--- src/gbn_pkg.sv ---
// Shared types, constants and codes for the go-back-N sender.
package gbn_pkg;

  localparam int MAX_FRAMES  = 32;
  localparam int QUEUE_DEPTH = 16;
  localparam int CMDQ_DEPTH  = 2;

  localparam int FIDX_W = $clog2(MAX_FRAMES);
  localparam int FCNT_W = $clog2(MAX_FRAMES + 1);
  localparam int QIDX_W = $clog2(QUEUE_DEPTH);
  localparam int QCNT_W = $clog2(QUEUE_DEPTH + 1);
  localparam int CQP_W  = $clog2(CMDQ_DEPTH);
  localparam int CQC_W  = $clog2(CMDQ_DEPTH + 1);
  localparam int SEQ_W  = 4;
  localparam int NSEQ_W = 5;
  localparam int TMR_W  = 11;

  localparam logic [TMR_W-1:0] TIMER_MAX    = 11'd2047;
  localparam logic [7:0]       ACK_CHAR     = 8'h06;
  localparam logic [7:0]       FIRST_LETTER = 8'h41;

  // action field codes
  localparam logic [1:0] ACT_START = 2'd0;
  localparam logic [1:0] ACT_ACK   = 2'd1;
  localparam logic [1:0] ACT_TICK  = 2'd2;
  localparam logic [1:0] ACT_NONE  = 2'd3;

  // classified command kinds
  localparam logic [1:0] CMD_START = 2'd0;
  localparam logic [1:0] CMD_ACK   = 2'd1;
  localparam logic [1:0] CMD_TICK  = 2'd2;
  localparam logic [1:0] CMD_NOP   = 2'd3;

  // configuration register indexes
  localparam logic [2:0] CFG_MSG_LEN       = 3'd0;
  localparam logic [2:0] CFG_SEQ_MAX       = 3'd1;
  localparam logic [2:0] CFG_SEND_INTERVAL = 3'd2;
  localparam logic [2:0] CFG_ACK_TIMEOUT   = 3'd3;
  localparam logic [2:0] CFG_ACK_HOLD      = 3'd4;
  localparam logic [2:0] CFG_WINDOW_LIMIT  = 3'd5;

  typedef struct packed {
    logic [1:0]       kind;
    logic [SEQ_W-1:0] ack_seq;
    logic             ack_pos;
  } gbn_cmd_t;

  typedef struct packed {
    logic [5:0] msg_len;
    logic [3:0] seq_max;
    logic [7:0] send_interval;
    logic [9:0] ack_timeout;
    logic [4:0] ack_hold;
    logic [4:0] window_limit;
  } gbn_cfg_t;

  typedef struct packed {
    logic       send_valid;
    logic [4:0] frame_index;
    logic [3:0] frame_seq;
    logic [7:0] frame_byte;
    logic [4:0] outstanding;
    logic       running;
    logic       all_sent;
    logic       queue_overflow;
  } gbn_res_t;

endpackage

--- src/go_back_n_sender.sv ---
// Go-back-N ARQ sender. Each input word is one event: start (send frame 0 of a
// msg_len frame message), a received ack (a positive ack matching the oldest
// outstanding sequence retires it) or a time tick (advances the send and ack
// timers, sends the next frame when send_interval is exceeded, or goes back
// and resends from the oldest unacked frame when ack_timeout is exceeded).
// Every input word yields exactly one result word with the frame sent, if any,
// and the status after the event. The block takes one word per clock cycle
// while the result side keeps up; an accepted input word is first written
// into the two-entry command queue, and from the head of that queue the
// state update computes its result word, which lands in the result register.
// A stalled result holds the back end; the command queue then fills its
// two entries and stalls the input. No clearing pass is needed after reset.
// Write the configuration registers only while no event is in flight.
module go_back_n_sender import gbn_pkg::*; (
  input  logic       clk,
  input  logic       rst_n,
  input  logic       cfg_we,
  input  logic [2:0] cfg_idx,
  input  logic [9:0] cfg_data,
  input  logic       in_valid,
  output logic       in_stall,
  input  logic [1:0] in_action,
  input  logic [3:0] in_ack_seq,
  input  logic [7:0] in_ack_code,
  output logic       out_valid,
  input  logic       out_stall,
  output logic       out_send_valid,
  output logic [4:0] out_frame_index,
  output logic [3:0] out_frame_seq,
  output logic [7:0] out_frame_byte,
  output logic [4:0] out_outstanding,
  output logic       out_running,
  output logic       out_all_sent,
  output logic       out_queue_overflow
);

  gbn_cfg_t cfg_r;
  gbn_cmd_t cmd;
  logic     cmd_valid, cmd_take;
  gbn_res_t res;

  // Hold the configuration registers; writes to unused indexes drop.
  always_ff @(posedge clk) begin
    if (!rst_n) begin
      cfg_r.msg_len       <= 6'd26;
      cfg_r.seq_max       <= 4'd15;
      cfg_r.send_interval <= 8'd10;
      cfg_r.ack_timeout   <= 10'd100;
      cfg_r.ack_hold      <= 5'd3;
      cfg_r.window_limit  <= 5'd15;
    end else if (cfg_we) begin
      unique case (cfg_idx)
        CFG_MSG_LEN:       cfg_r.msg_len       <= cfg_data[5:0];
        CFG_SEQ_MAX:       cfg_r.seq_max       <= cfg_data[3:0];
        CFG_SEND_INTERVAL: cfg_r.send_interval <= cfg_data[7:0];
        CFG_ACK_TIMEOUT:   cfg_r.ack_timeout   <= cfg_data[9:0];
        CFG_ACK_HOLD:      cfg_r.ack_hold      <= cfg_data[4:0];
        CFG_WINDOW_LIMIT:  cfg_r.window_limit  <= cfg_data[4:0];
        default: begin
        end
      endcase
    end
  end

  // Front: take the input word, classify it, park it in the command queue.
  gbn_front u_front (
    .clk         (clk),
    .rst_n       (rst_n),
    .in_valid    (in_valid),
    .in_stall    (in_stall),
    .in_action   (in_action),
    .in_ack_seq  (in_ack_seq),
    .in_ack_code (in_ack_code),
    .cmd_valid   (cmd_valid),
    .cmd         (cmd),
    .cmd_take    (cmd_take)
  );

  // Back: advance the sender state and register the result word.
  gbn_back u_back (
    .clk       (clk),
    .rst_n     (rst_n),
    .cfg       (cfg_r),
    .cmd_valid (cmd_valid),
    .cmd       (cmd),
    .cmd_take  (cmd_take),
    .res_valid (out_valid),
    .res       (res),
    .res_stall (out_stall)
  );

  assign out_send_valid     = res.send_valid;
  assign out_frame_index    = res.frame_index;
  assign out_frame_seq      = res.frame_seq;
  assign out_frame_byte     = res.frame_byte;
  assign out_outstanding    = res.outstanding;
  assign out_running        = res.running;
  assign out_all_sent       = res.all_sent;
  assign out_queue_overflow = res.queue_overflow;

endmodule

--- src/gbn_front.sv ---
// Front end: accepts input words, classifies them and queues commands.
module gbn_front import gbn_pkg::*; (
  input  logic       clk,
  input  logic       rst_n,
  input  logic       in_valid,
  output logic       in_stall,
  input  logic [1:0] in_action,
  input  logic [3:0] in_ack_seq,
  input  logic [7:0] in_ack_code,
  output logic       cmd_valid,
  output gbn_cmd_t   cmd,
  input  logic       cmd_take
);

  gbn_cmd_t         q_r [CMDQ_DEPTH];
  logic [CQP_W-1:0] wr_ptr_r, rd_ptr_r;
  logic [CQC_W-1:0] cnt_r;
  gbn_cmd_t         cls;
  logic             push;

  always_comb begin
    cls.ack_seq = in_ack_seq;
    cls.ack_pos = (in_ack_code == ACK_CHAR);
    unique case (in_action)
      ACT_START: cls.kind = CMD_START;
      ACT_ACK:   cls.kind = CMD_ACK;
      ACT_TICK:  cls.kind = CMD_TICK;
      ACT_NONE:  cls.kind = CMD_NOP;
    endcase
  end

  assign in_stall  = (cnt_r == CQC_W'(CMDQ_DEPTH));
  assign push      = in_valid && !in_stall;
  assign cmd_valid = (cnt_r != '0);
  assign cmd       = q_r[rd_ptr_r];

  always_ff @(posedge clk) begin
    if (push) begin
      q_r[wr_ptr_r] <= cls;
    end
  end

  always_ff @(posedge clk) begin
    if (!rst_n) begin
      wr_ptr_r <= '0;
      rd_ptr_r <= '0;
      cnt_r    <= '0;
    end else begin
      if (push) begin
        wr_ptr_r <= (wr_ptr_r == CQP_W'(CMDQ_DEPTH - 1)) ? '0 : wr_ptr_r + 1'b1;
      end
      if (cmd_take) begin
        rd_ptr_r <= (rd_ptr_r == CQP_W'(CMDQ_DEPTH - 1)) ? '0 : rd_ptr_r + 1'b1;
      end
      cnt_r <= cnt_r + CQC_W'(push) - CQC_W'(cmd_take);
    end
  end

endmodule

--- src/gbn_back.sv ---
// Back end: sender state, frame bookkeeping and the registered result word.
module gbn_back import gbn_pkg::*; (
  input  logic     clk,
  input  logic     rst_n,
  input  gbn_cfg_t cfg,
  input  logic     cmd_valid,
  input  gbn_cmd_t cmd,
  output logic     cmd_take,
  output logic     res_valid,
  output gbn_res_t res,
  input  logic     res_stall
);

  logic [NSEQ_W-1:0] next_seq_r, next_seq_nxt;
  logic [FCNT_W-1:0] frames_sent_r, frames_sent_nxt;
  logic [TMR_W-1:0]  send_timer_r, send_timer_nxt;
  logic [TMR_W-1:0]  ack_timer_r, ack_timer_nxt;
  logic              active_r, active_nxt;
  logic              last_sent_r, last_sent_nxt;
  logic [QIDX_W-1:0] head_r, head_nxt;
  logic [QCNT_W-1:0] qcount_r, qcount_nxt;
  logic              res_valid_r, res_valid_nxt;
  gbn_res_t          res_r, res_nxt;

  logic [SEQ_W-1:0]  seq_tab [MAX_FRAMES];
  logic [SEQ_W-1:0]  pend_q  [QUEUE_DEPTH];

  logic              tab_we, pq_we;
  logic [FIDX_W-1:0] tab_addr;
  logic [SEQ_W-1:0]  tab_data;
  logic [QIDX_W-1:0] pq_addr;
  logic [SEQ_W-1:0]  pq_data;

  logic [FCNT_W-1:0] len;
  logic [QCNT_W-1:0] cap;
  logic              sent, dropped, enq, hold_chk;
  logic [FIDX_W-1:0] idx;
  logic [SEQ_W-1:0]  seq;
  logic [NSEQ_W-1:0] ns0;
  logic [FCNT_W-1:0] base;
  logic [QIDX_W:0]   pos;

  assign cmd_take = cmd_valid && (!res_valid_r || !res_stall);

  always_comb begin
    if (cfg.msg_len == '0) begin
      len = FCNT_W'(1);
    end else if (cfg.msg_len > MAX_FRAMES) begin
      len = FCNT_W'(MAX_FRAMES);
    end else begin
      len = FCNT_W'(cfg.msg_len);
    end
    cap = (cfg.window_limit > QUEUE_DEPTH) ? QCNT_W'(QUEUE_DEPTH) : QCNT_W'(cfg.window_limit);
  end

  always_comb begin
    next_seq_nxt    = next_seq_r;
    frames_sent_nxt = frames_sent_r;
    send_timer_nxt  = send_timer_r;
    ack_timer_nxt   = ack_timer_r;
    active_nxt      = active_r;
    last_sent_nxt   = last_sent_r;
    head_nxt        = head_r;
    qcount_nxt      = qcount_r;
    sent     = 1'b0;
    dropped  = 1'b0;
    enq      = 1'b0;
    hold_chk = 1'b0;
    idx      = '0;
    seq      = '0;
    ns0      = '0;
    base     = '0;
    pos      = '0;
    tab_we   = 1'b0;
    tab_addr = '0;
    tab_data = '0;
    pq_we    = 1'b0;
    pq_addr  = '0;
    pq_data  = '0;

    unique case (cmd.kind)
      CMD_START: begin
        if (!active_r) begin
          head_nxt        = '0;
          qcount_nxt      = '0;
          send_timer_nxt  = '0;
          ack_timer_nxt   = '0;
          active_nxt      = 1'b1;
          tab_we          = 1'b1;
          next_seq_nxt    = NSEQ_W'(1);
          frames_sent_nxt = FCNT_W'(1);
          sent            = 1'b1;
          enq             = 1'b1;
        end
      end
      CMD_ACK: begin
        // retire the oldest frame on a matching positive ack
        if (active_r && cmd.ack_pos && qcount_r != '0 && pend_q[head_r] == cmd.ack_seq) begin
          qcount_nxt    = qcount_r - 1'b1;
          head_nxt      = (head_r == QIDX_W'(QUEUE_DEPTH - 1)) ? '0 : head_r + 1'b1;
          ack_timer_nxt = '0;
        end
      end
      CMD_TICK: begin
        if (active_r) begin
          send_timer_nxt = (send_timer_r >= TIMER_MAX) ? TIMER_MAX : send_timer_r + 1'b1;
          ack_timer_nxt  = (ack_timer_r >= TIMER_MAX) ? TIMER_MAX : ack_timer_r + 1'b1;
          if (send_timer_nxt > TMR_W'(cfg.send_interval) && frames_sent_r < len) begin
            send_timer_nxt  = '0;
            ns0             = (next_seq_r > NSEQ_W'(cfg.seq_max)) ? '0 : next_seq_r;
            idx             = frames_sent_r[FIDX_W-1:0];
            seq             = ns0[SEQ_W-1:0];
            tab_we          = 1'b1;
            tab_addr        = idx;
            tab_data        = seq;
            next_seq_nxt    = ns0 + 1'b1;
            frames_sent_nxt = frames_sent_r + 1'b1;
            sent            = 1'b1;
            enq             = 1'b1;
            hold_chk        = 1'b1;
          end else if (ack_timer_nxt > TMR_W'(cfg.ack_timeout)) begin
            send_timer_nxt = '0;
            ack_timer_nxt  = '0;
            if (qcount_r != '0) begin
              // go back to the oldest unacked frame and resend it
              base = (FCNT_W'(qcount_r) > frames_sent_r) ? '0
                                                         : frames_sent_r - FCNT_W'(qcount_r);
              idx             = base[FIDX_W-1:0];
              seq             = seq_tab[idx];
              next_seq_nxt    = NSEQ_W'(seq) + 1'b1;
              frames_sent_nxt = FCNT_W'(idx) + 1'b1;
              head_nxt        = '0;
              qcount_nxt      = '0;
              sent            = 1'b1;
              enq             = 1'b1;
            end
          end
        end
      end
      CMD_NOP: begin
      end
    endcase

    if (enq) begin
      if (qcount_nxt >= cap) begin
        dropped = 1'b1;
      end else begin
        pos = {1'b0, head_nxt} + (QIDX_W + 1)'(qcount_nxt);
        if (pos >= (QIDX_W + 1)'(QUEUE_DEPTH)) begin
          pos = pos - (QIDX_W + 1)'(QUEUE_DEPTH);
        end
        pq_we      = 1'b1;
        pq_addr    = pos[QIDX_W-1:0];
        pq_data    = seq;
        qcount_nxt = qcount_nxt + 1'b1;
      end
    end
    if (hold_chk && qcount_nxt <= QCNT_W'(cfg.ack_hold)) begin
      ack_timer_nxt = '0;
    end

    if (active_nxt) begin
      last_sent_nxt = (frames_sent_nxt >= len);
      if (cmd.kind == CMD_ACK && qcount_nxt == '0 && last_sent_nxt) begin
        active_nxt = 1'b0;
      end
    end

    res_nxt.send_valid     = sent;
    res_nxt.frame_index    = 5'(idx);
    res_nxt.frame_seq      = seq;
    res_nxt.frame_byte     = sent ? (FIRST_LETTER + 8'(idx)) : 8'd0;
    res_nxt.outstanding    = 5'(qcount_nxt);
    res_nxt.running        = active_nxt;
    res_nxt.all_sent       = last_sent_nxt;
    res_nxt.queue_overflow = dropped;

    if (cmd_take) begin
      res_valid_nxt = 1'b1;
    end else if (res_stall) begin
      res_valid_nxt = res_valid_r;
    end else begin
      res_valid_nxt = 1'b0;
    end
  end

  always_ff @(posedge clk) begin
    if (cmd_take && tab_we) begin
      seq_tab[tab_addr] <= tab_data;
    end
    if (cmd_take && pq_we) begin
      pend_q[pq_addr] <= pq_data;
    end
    if (cmd_take) begin
      res_r <= res_nxt;
    end
  end

  always_ff @(posedge clk) begin
    if (!rst_n) begin
      next_seq_r    <= '0;
      frames_sent_r <= '0;
      send_timer_r  <= '0;
      ack_timer_r   <= '0;
      active_r      <= 1'b0;
      last_sent_r   <= 1'b0;
      head_r        <= '0;
      qcount_r      <= '0;
      res_valid_r   <= 1'b0;
    end else begin
      res_valid_r <= res_valid_nxt;
      if (cmd_take) begin
        next_seq_r    <= next_seq_nxt;
        frames_sent_r <= frames_sent_nxt;
        send_timer_r  <= send_timer_nxt;
        ack_timer_r   <= ack_timer_nxt;
        active_r      <= active_nxt;
        last_sent_r   <= last_sent_nxt;
        head_r        <= head_nxt;
        qcount_r      <= qcount_nxt;
      end
    end
  end

  assign res_valid = res_valid_r;
  assign res       = res_r;

endmodule

--- config.mk ---
export PLATFORM = sky130hd
export DESIGN_NAME = go_back_n_sender
export DESIGN_NICKNAME = d
export VERILOG_FILES = /design/src/gbn_pkg.sv /design/src/go_back_n_sender.sv /design/src/gbn_front.sv /design/src/gbn_back.sv
export SDC_FILE = /design/constraint.sdc
export NUM_CORES = 1
export LEC_CHECK = 0
export BUFFER_PORTS_ARGS = -buffer_cell sky130_fd_sc_hd__clkbuf_2
export CORE_MARGIN = 4
export CORE_UTILIZATION = 64
export DETAILED_ROUTE_END_ITERATION = 8
export GPL_TIMING_DRIVEN = 0
export PLACE_DENSITY = 0.82
export REMOVE_ABC_BUFFERS = 1
export SLEW_MARGIN = 20
export SYNTH_ARGS = -nofsm -noshare
export SYNTH_HDL_FRONTEND = slang
export SYNTH_SLANG_ARGS = --single-unit
--- constraint.sdc ---
create_clock -name clk -period 12.5 [get_ports clk]
set_input_delay 3.125 -clock clk [delete_from_list [all_inputs] [get_ports clk]]
set_output_delay 3.125 -clock clk [all_outputs]
set_load 0.01 [all_outputs]
-- Yosys cells after proc, flatten, opt, wreduce, memory -nomap -nowiden
Memory sizes are Yosys's and may differ from the RTL's. A register that Yosys moved wholly into a read port is not among the register bits.
Index checks and enable logic that the tools add are counted.
- flip-flop bits (word level): 113
- RAM bits: 206
- bits of input ports: 32
- output and inout bits: 28
- word-level logic and storage cells: 214
- memories: 3
- memories (name ; depth ; width ; read ports ; clocked after Yosys merged registers in ; write ports ; RTL line ; RTL):
    u_back.seq_tab ; 32 ; 4 ; 1 ; 0 ; 1 ; gbn_back.sv:25 ; logic [SEQ_W-1:0] seq_tab [MAX_FRAMES];
    u_back.pend_q ; 16 ; 4 ; 1 ; 1 ; 1 ; gbn_back.sv:26 ; logic [SEQ_W-1:0] pend_q [QUEUE_DEPTH];
    u_front.q_r ; 2 ; 7 ; 1 ; 1 ; 1 ; gbn_front.sv:15 ; gbn_cmd_t q_r [CMDQ_DEPTH];
- add/sub/neg operators: 17
- order comparisons: 13
- eq/ne operators: 22
- mux-type cells: 100
- reduce and logical (&&, ||, !) cells: 33
- operator list (kind ; number):
    $mux W11 ; 11
    $mux W5 ; 24
    $mux W4 ; 22
    $mux W6 ; 7
    $pmux W11 S3 ; 1
    $mux W1 ; 27
    $add A11 B1 Y11 const B ; 2
    $ge A11 B11 Y1 const B ; 2
    $pmux W11 S2 ; 1
    $pmux W5 S3 ; 1
    $ne A3 B1 Y1 const B ; 4
    $pmux W4 S3 ; 1
    $pmux W6 S2 ; 1
    $reduce_and A2 Y1 ; 6
    $gt A11 B10 Y1 ; 1
    $gt A11 B8 Y1 ; 1
    $logic_and A1 B1 Y1 ; 11
    $add A5 B1 Y5 const B ; 2
    $pmux W5 S2 ; 1
    $add A7 B5 Y8 const A ; 1
    $eq A2 B2 Y1 const B ; 4
    $eq A8 B3 Y1 const B ; 1
    $pmux W2 S4 ; 1
    $add A5 B1 Y6 const B ; 1
    41 further kinds ; 51

-- Logic depth before layout (Yosys ltp)
- word-level depth: 16
- gate-level depth with buffers: 39
- mapped depth without buffers: 37

-- Hierarchy
From an unflattened synthesis, not the netlist that was laid out.
- cells, all modules: 1400
- area total of the unflattened synthesis: 16047.9 µm²
- by module, submodules not included (module ; instances ; cells each ; area each (µm²) ; seq. area each (µm²)):
    gbn_back ; 1 ; 1199 ; 13760.7 ; 7497.2
    go_back_n_sender ; 1 ; 149 ; 1526.5 ; 760.7
    gbn_front ; 1 ; 52 ; 760.7 ; 520.5

-- Worst setup path after synthesis
OpenSTA, ideal clock, no wires.
- path kind: reg-to-reg
- from: register u_back.ack_timer_r[0]
- to: register u_back.ack_timer_r[2]
- library setup time: 0.070 ns
- arrival time: 6.516 ns
- required time: 12.430 ns
- slack: 5.913 ns
- stages on the path, launching flop included: 39
- buffers on the path: 4
- period minus slack after synthesis: 6.587 ns
- cell sequence: dfxtp_1 ha_1 nand3_1 or3_1 clkbuf_1 nand2_1 nand4_1 clkbuf_1 nand2_1 ha_1 and3_1 nand3_1 o22a_1 o21ai_0 a211o_1 a31oi_1 nand3_1 inv_1 [3 not listed] a21oi_1 inv_1 a211oi_1 nor2_1 clkbuf_1 nor2_1 a21oi_1 ha_1 nor2b_1 o21a_1 o21a_1 o21a_1 o22ai_1 and3_1 nor4_2 buf_2 o21ai_0 a21oi_1
- word-level cells in the longest chain between the ends: 14
- elaborated cells between the ends (all ways): 28
- those cells by class: 2 x add/sub; 4 x order compare; 3 x eq/ne; 16 x mux; 3 x reduce/logical
- ends and longest elaborated chain (what ; RTL line ; RTL):
    start, declared ; gbn_back.sv:17 ; logic [TMR_W-1:0] ack_timer_r, ack_timer_nxt;
    start signal, assigned ; gbn_back.sv:216 ; ack_timer_r <= ack_timer_nxt;
    $add A11 B1 Y11 / $ge A11 B11 Y1 (equally long branches) ; gbn_back.sv:107 ; ack_timer_nxt = (ack_timer_r >= TIMER_MAX) ? TIMER_MAX : ack_timer_r + 1'b1;
    $mux W11 (*) ; gbn_back.sv:107 ;
    $gt A11 B10 Y1 (*) ; gbn_back.sv:121 ; end else if (ack_timer_nxt > TMR_W'(cfg.ack_timeout)) begin
    $mux W5 ; gbn_back.sv:121 ;
    $mux W5 ; gbn_back.sv:108 ; if (send_timer_nxt > TMR_W'(cfg.send_interval) && frames_sent_r < len) begin
    $mux W5 ; gbn_back.sv:105 ; if (active_r) begin
    $pmux W5 S3 ; gbn_back.sv:81 ; unique case (cmd.kind)
    $add A5 B1 Y5 / $ge A5 B5 Y1 (equally long branches) ; gbn_back.sv:155, gbn_back.sv:145 ;
    $mux W5 ; gbn_back.sv:145 ; if (qcount_nxt >= cap) begin
    $mux W5 (*) ; gbn_back.sv:144 ; if (enq) begin
    net u_back.qcount_nxt[1] ; gbn_back.sv:21 ; logic [QCNT_W-1:0] qcount_r, qcount_nxt;
    $le A5 B5 Y1 (*) ; gbn_back.sv:158 ; if (hold_chk && qcount_nxt <= QCNT_W'(cfg.ack_hold)) begin
    $logic_and A1 B1 Y1 (*) ; gbn_back.sv:158 ;
    $ne A3 B1 Y1 (no line) (tied with other cells) ; - ;
    $reduce_and A5 Y1 (no line) ; - ;
Mark *: on every way through the listed nets, which the timed path passes. The rest lies on a longest branch. The select of a mux whose other input is x is not followed.
A chain may end at the register's enable or synchronous reset.

-- Worst setup path in the final report
Same ends and word-level chain as after synthesis.

==> flow_metrics.tcl <==
set metrics [dict create \
    synth.area.mux_share_pct 6.77 \
    fin_crit_sh_pct 68.4 \
    synthAdderAreaFrac_pct 5.31 \
    arrival_ns 8.98 \
    cts_resized 0 \
    end_kind "register" \
    n_antenna_cell 0 \
    vdd_ir_drop_max_v 0.000148 \
    cts_sinks 323 \
    maxCapViolCount 0 \
    stdcell_count 1845 \
    slew_headroom_pct 23.4 \
    synth_edf_count 231 \
    hold_class "reg2reg" \
    avgSynthCellArea_um2 11.0 \
    final-setup-viol-count 0 \
    p_per_area_nw_per_um2 215 \
    first_iter_violations 1328 \
    nets 1595 \
    critical-path-top-delay-family "simple AND/OR/NAND/NOR gates" \
    cp-start-kind "register" \
    first_pass_iters 6 \
    postCtsSetupRepairBufs 0 \
    hold_viol 0 \
    drive_gt1_share_pct 12.3 \
    wl_mm 38.7 \
    cts-root-buf "clkbuf_16" \
    dp_hpwl_mm 26.8 \
    synth_top_family_by_area "simple AND/OR/NAND/NOR gates" \
    synthCells 1460 \
    cts-htree-levels 2 \
    yosys.cell_types.count 82 \
    grtUsageTotal_pct 27.3 \
    grt_max_degree 42 \
    async_flop_share_pct 0 \
    fp-row-count 57 \
    num_vias 12100 \
    cp.buffers_inverters 2 \
    cts_tree "built" \
    ys.flop_type "edfxtp_1" \
    clk_pin_slew_ns 0.05 \
    drcViolationCount 0 \
    path_class "reg2reg" \
    ant_nets 0 \
    seqCellArea_um2 8780 \
    vias_per_cell 6.57 \
    crit_path_frequent_cell "a21oi_1" \
    dieArea_um2 27700 \
    leakage_nw 6.85 \
    tightestPinTransition_ns 1.12 \
    layout_min_cycle_time_ns 8.55 \
    yosysWarnings 0 \
    finClkSkew_ns 0.0153 \
    clk_latency_ns 0.51 \
    worst_path_max_delay_cell "nor2_1" \
    status "complete, no violations" \
    synthesis.area_um2 16100 \
    fillers 1635 \
    cts_made_buffers 34 \
    portBuffers 58 \
    die_x_um 166 \
    synth-compound-area-share_pct 13.1 \
    multiInputGateArea_um2 6830 \
    wl_per_cell_um 20.9 \
    required_ns 12.93 \
    antenna_found_initial 1 \
    rsz0062_at_grt "no" \
    timing.fmax_ghz 0.117 \
    start_util_pct 65.5 \
    ys_seq_area_share_pct 54.6 \
    dp_cells 1783 \
    synth-seq-cells 323 \
    maxSlewViolCount 0 \
    slowest_delay_ns 0.74 \
    place_congestion 0.918 \
    synth_simple_gate_area_share_pct 14.3 \
    synth-xor-area-share_pct 2.38 \
    tns_ns 0 \
    io_pins 60 \
    cp_max_fo 16 \
    core_area_um2 24500 \
    grt_pass1_vias 11600 \
    overflow 0 \
    die_h_um 166 \
    clockBufferDepth 3 \
    synthToLayoutAreaGrowth_pct 11.3 \
    holdBufCountCts 0 \
    grt_pass1_wl_mm 61.7 \
]
-- worst register-to-register path, delay by kind of cell, from the launching register on --
kind                       cells  cell delay [ns]
DFF                            1             0.38
adders and majority gates      4             1.23
and+or+nand+nor               12             3.61
AOI/OAI and AO/OA             14             2.94
buffers and inverters          2             0.30
-- layout make-up --
type	count	area share, %
clock buffers	52	5.86
inverters	70	1.48
clock inverters	9	0.560
flip-flops and latches	323	49.1
multi-input cells	997	38.2
repair buffers	70	2.56
well taps	324	2.27
-- synth_stat cells, types with 24 or more instances --
cell | number | area share (%)
a21oi_1 | 87 | 2.7
nor2_1 | 114 | 2.7
dfxtp_1 | 92 | 11
nor3_1 | 43 | 1.3
mux2i_1 | 51 | 3.2
edfxtp_1 | 231 | 43
nand3_1 | 56 | 1.7
ha_1 | 65 | 5.1
xnor2_1 | 24 | 1.3
inv_1 | 68 | 1.6
clkbuf_1 | 62 | 1.4
nand2_1 | 172 | 4.0
o21ai_0 | 47 | 1.5
-- registers in the layout, indices dropped and copies added (netlist names), named ones only --
register,flops
u_back.ack_timer_r,11
u_back.res,25
u_back.frames_sent_r,6
u_front.wr_ptr_r,1
u_front.cnt_r,2
u_back.res_valid,1
u_back.last_sent_r,1
u_back.next_seq_r,5
u_back.seq_tab,128
u_back.pend_q,64
u_front.rd_ptr_r,1
u_back.head_r,4
u_front.q_r,14
u_back.qcount_r,5
u_back.active_r,1
u_back.send_timer_r,11
cfg_r,38
-- power by group --
group	internal (mW)	switching [mW]	total, mW
combinational	0.529	1.01	1.54
clock	0.622	0.396	1.02
sequential	1.22	0.0618	1.28
-- per-stage QoR --
| step | power (mW) | utilization (%) | hold WS [ns] | area, um2 | setup slack [ns] |
|---|---|---|---|---|---|
| floorplan | 2.24 | - | 0.435 | 15800 | 5.01 |
| global placement | 2.66 | 67.1 | 0.443 | 16500 | 2.80 |
| detailed placement | 2.77 | 68.2 | 0.449 | 16700 | 4.21 |
| CTS | 3.80 | 72.9 | 0.456 | 17900 | 4.17 |
| global route | 4.00 | 72.9 | 0.478 | 17900 | 3.32 |
| finish | 3.84 | 72.9 | 0.456 | 17900 | 3.95 |
-- worst paths after layout --
check | start | end | slack [ns] | cells after the start
worst max register to register | u_back.ack_timer_r[0] | u_back.ack_timer_r[2] | 3.95 | 32
worst min-delay path | cfg_r[13] | cfg_r[13] | 0.46 | 2
worst min register to register | cfg_r[13] | cfg_r[13] | 0.46 | 2
worst max-delay path | u_back.ack_timer_r[0] | u_back.ack_timer_r[2] | 3.95 | 32
-- cells by family after synthesis --
| kind of cell | count (synthesis) |
|---|---|
| AOI/OAI and AO/OA | 313 |
| xor gates and xnor gates | 42 |
| muxes | 80 |
| adders and majority gates | 67 |
| buffers and inverters | 140 |
| other | 1 |
| and+or+nand+nor | 494 |
| DFF | 323 |
-- per-layer routing --
metal | track usage, % | vias up | share of wire [%]
met4 | 10.1 | 2 | 3.4
met5 | 0 | - | 0.034
li1 | - | 5511 | -
met2 | 43.3 | 754 | 47
met3 | 5.43 | 146 | 11
met1 | 37.9 | 5714 | 39
-- layout by cell type (no fill, tap or decap), drive strengths merged, types with 18 or more instances in the layout --
cell / count
a211oi: 18
a21oi: 87
a22oi: 18
a31oi: 22
clkbuf: 110
dfxtp: 92
edfxtp: 231
ha: 65
inv: 68
mux2i: 53
mux4: 21
nand2: 172
nand3: 56
nor2: 114
nor3: 43
o21ai: 48
xnor2: 25
(Power assumes the default switching activity.)
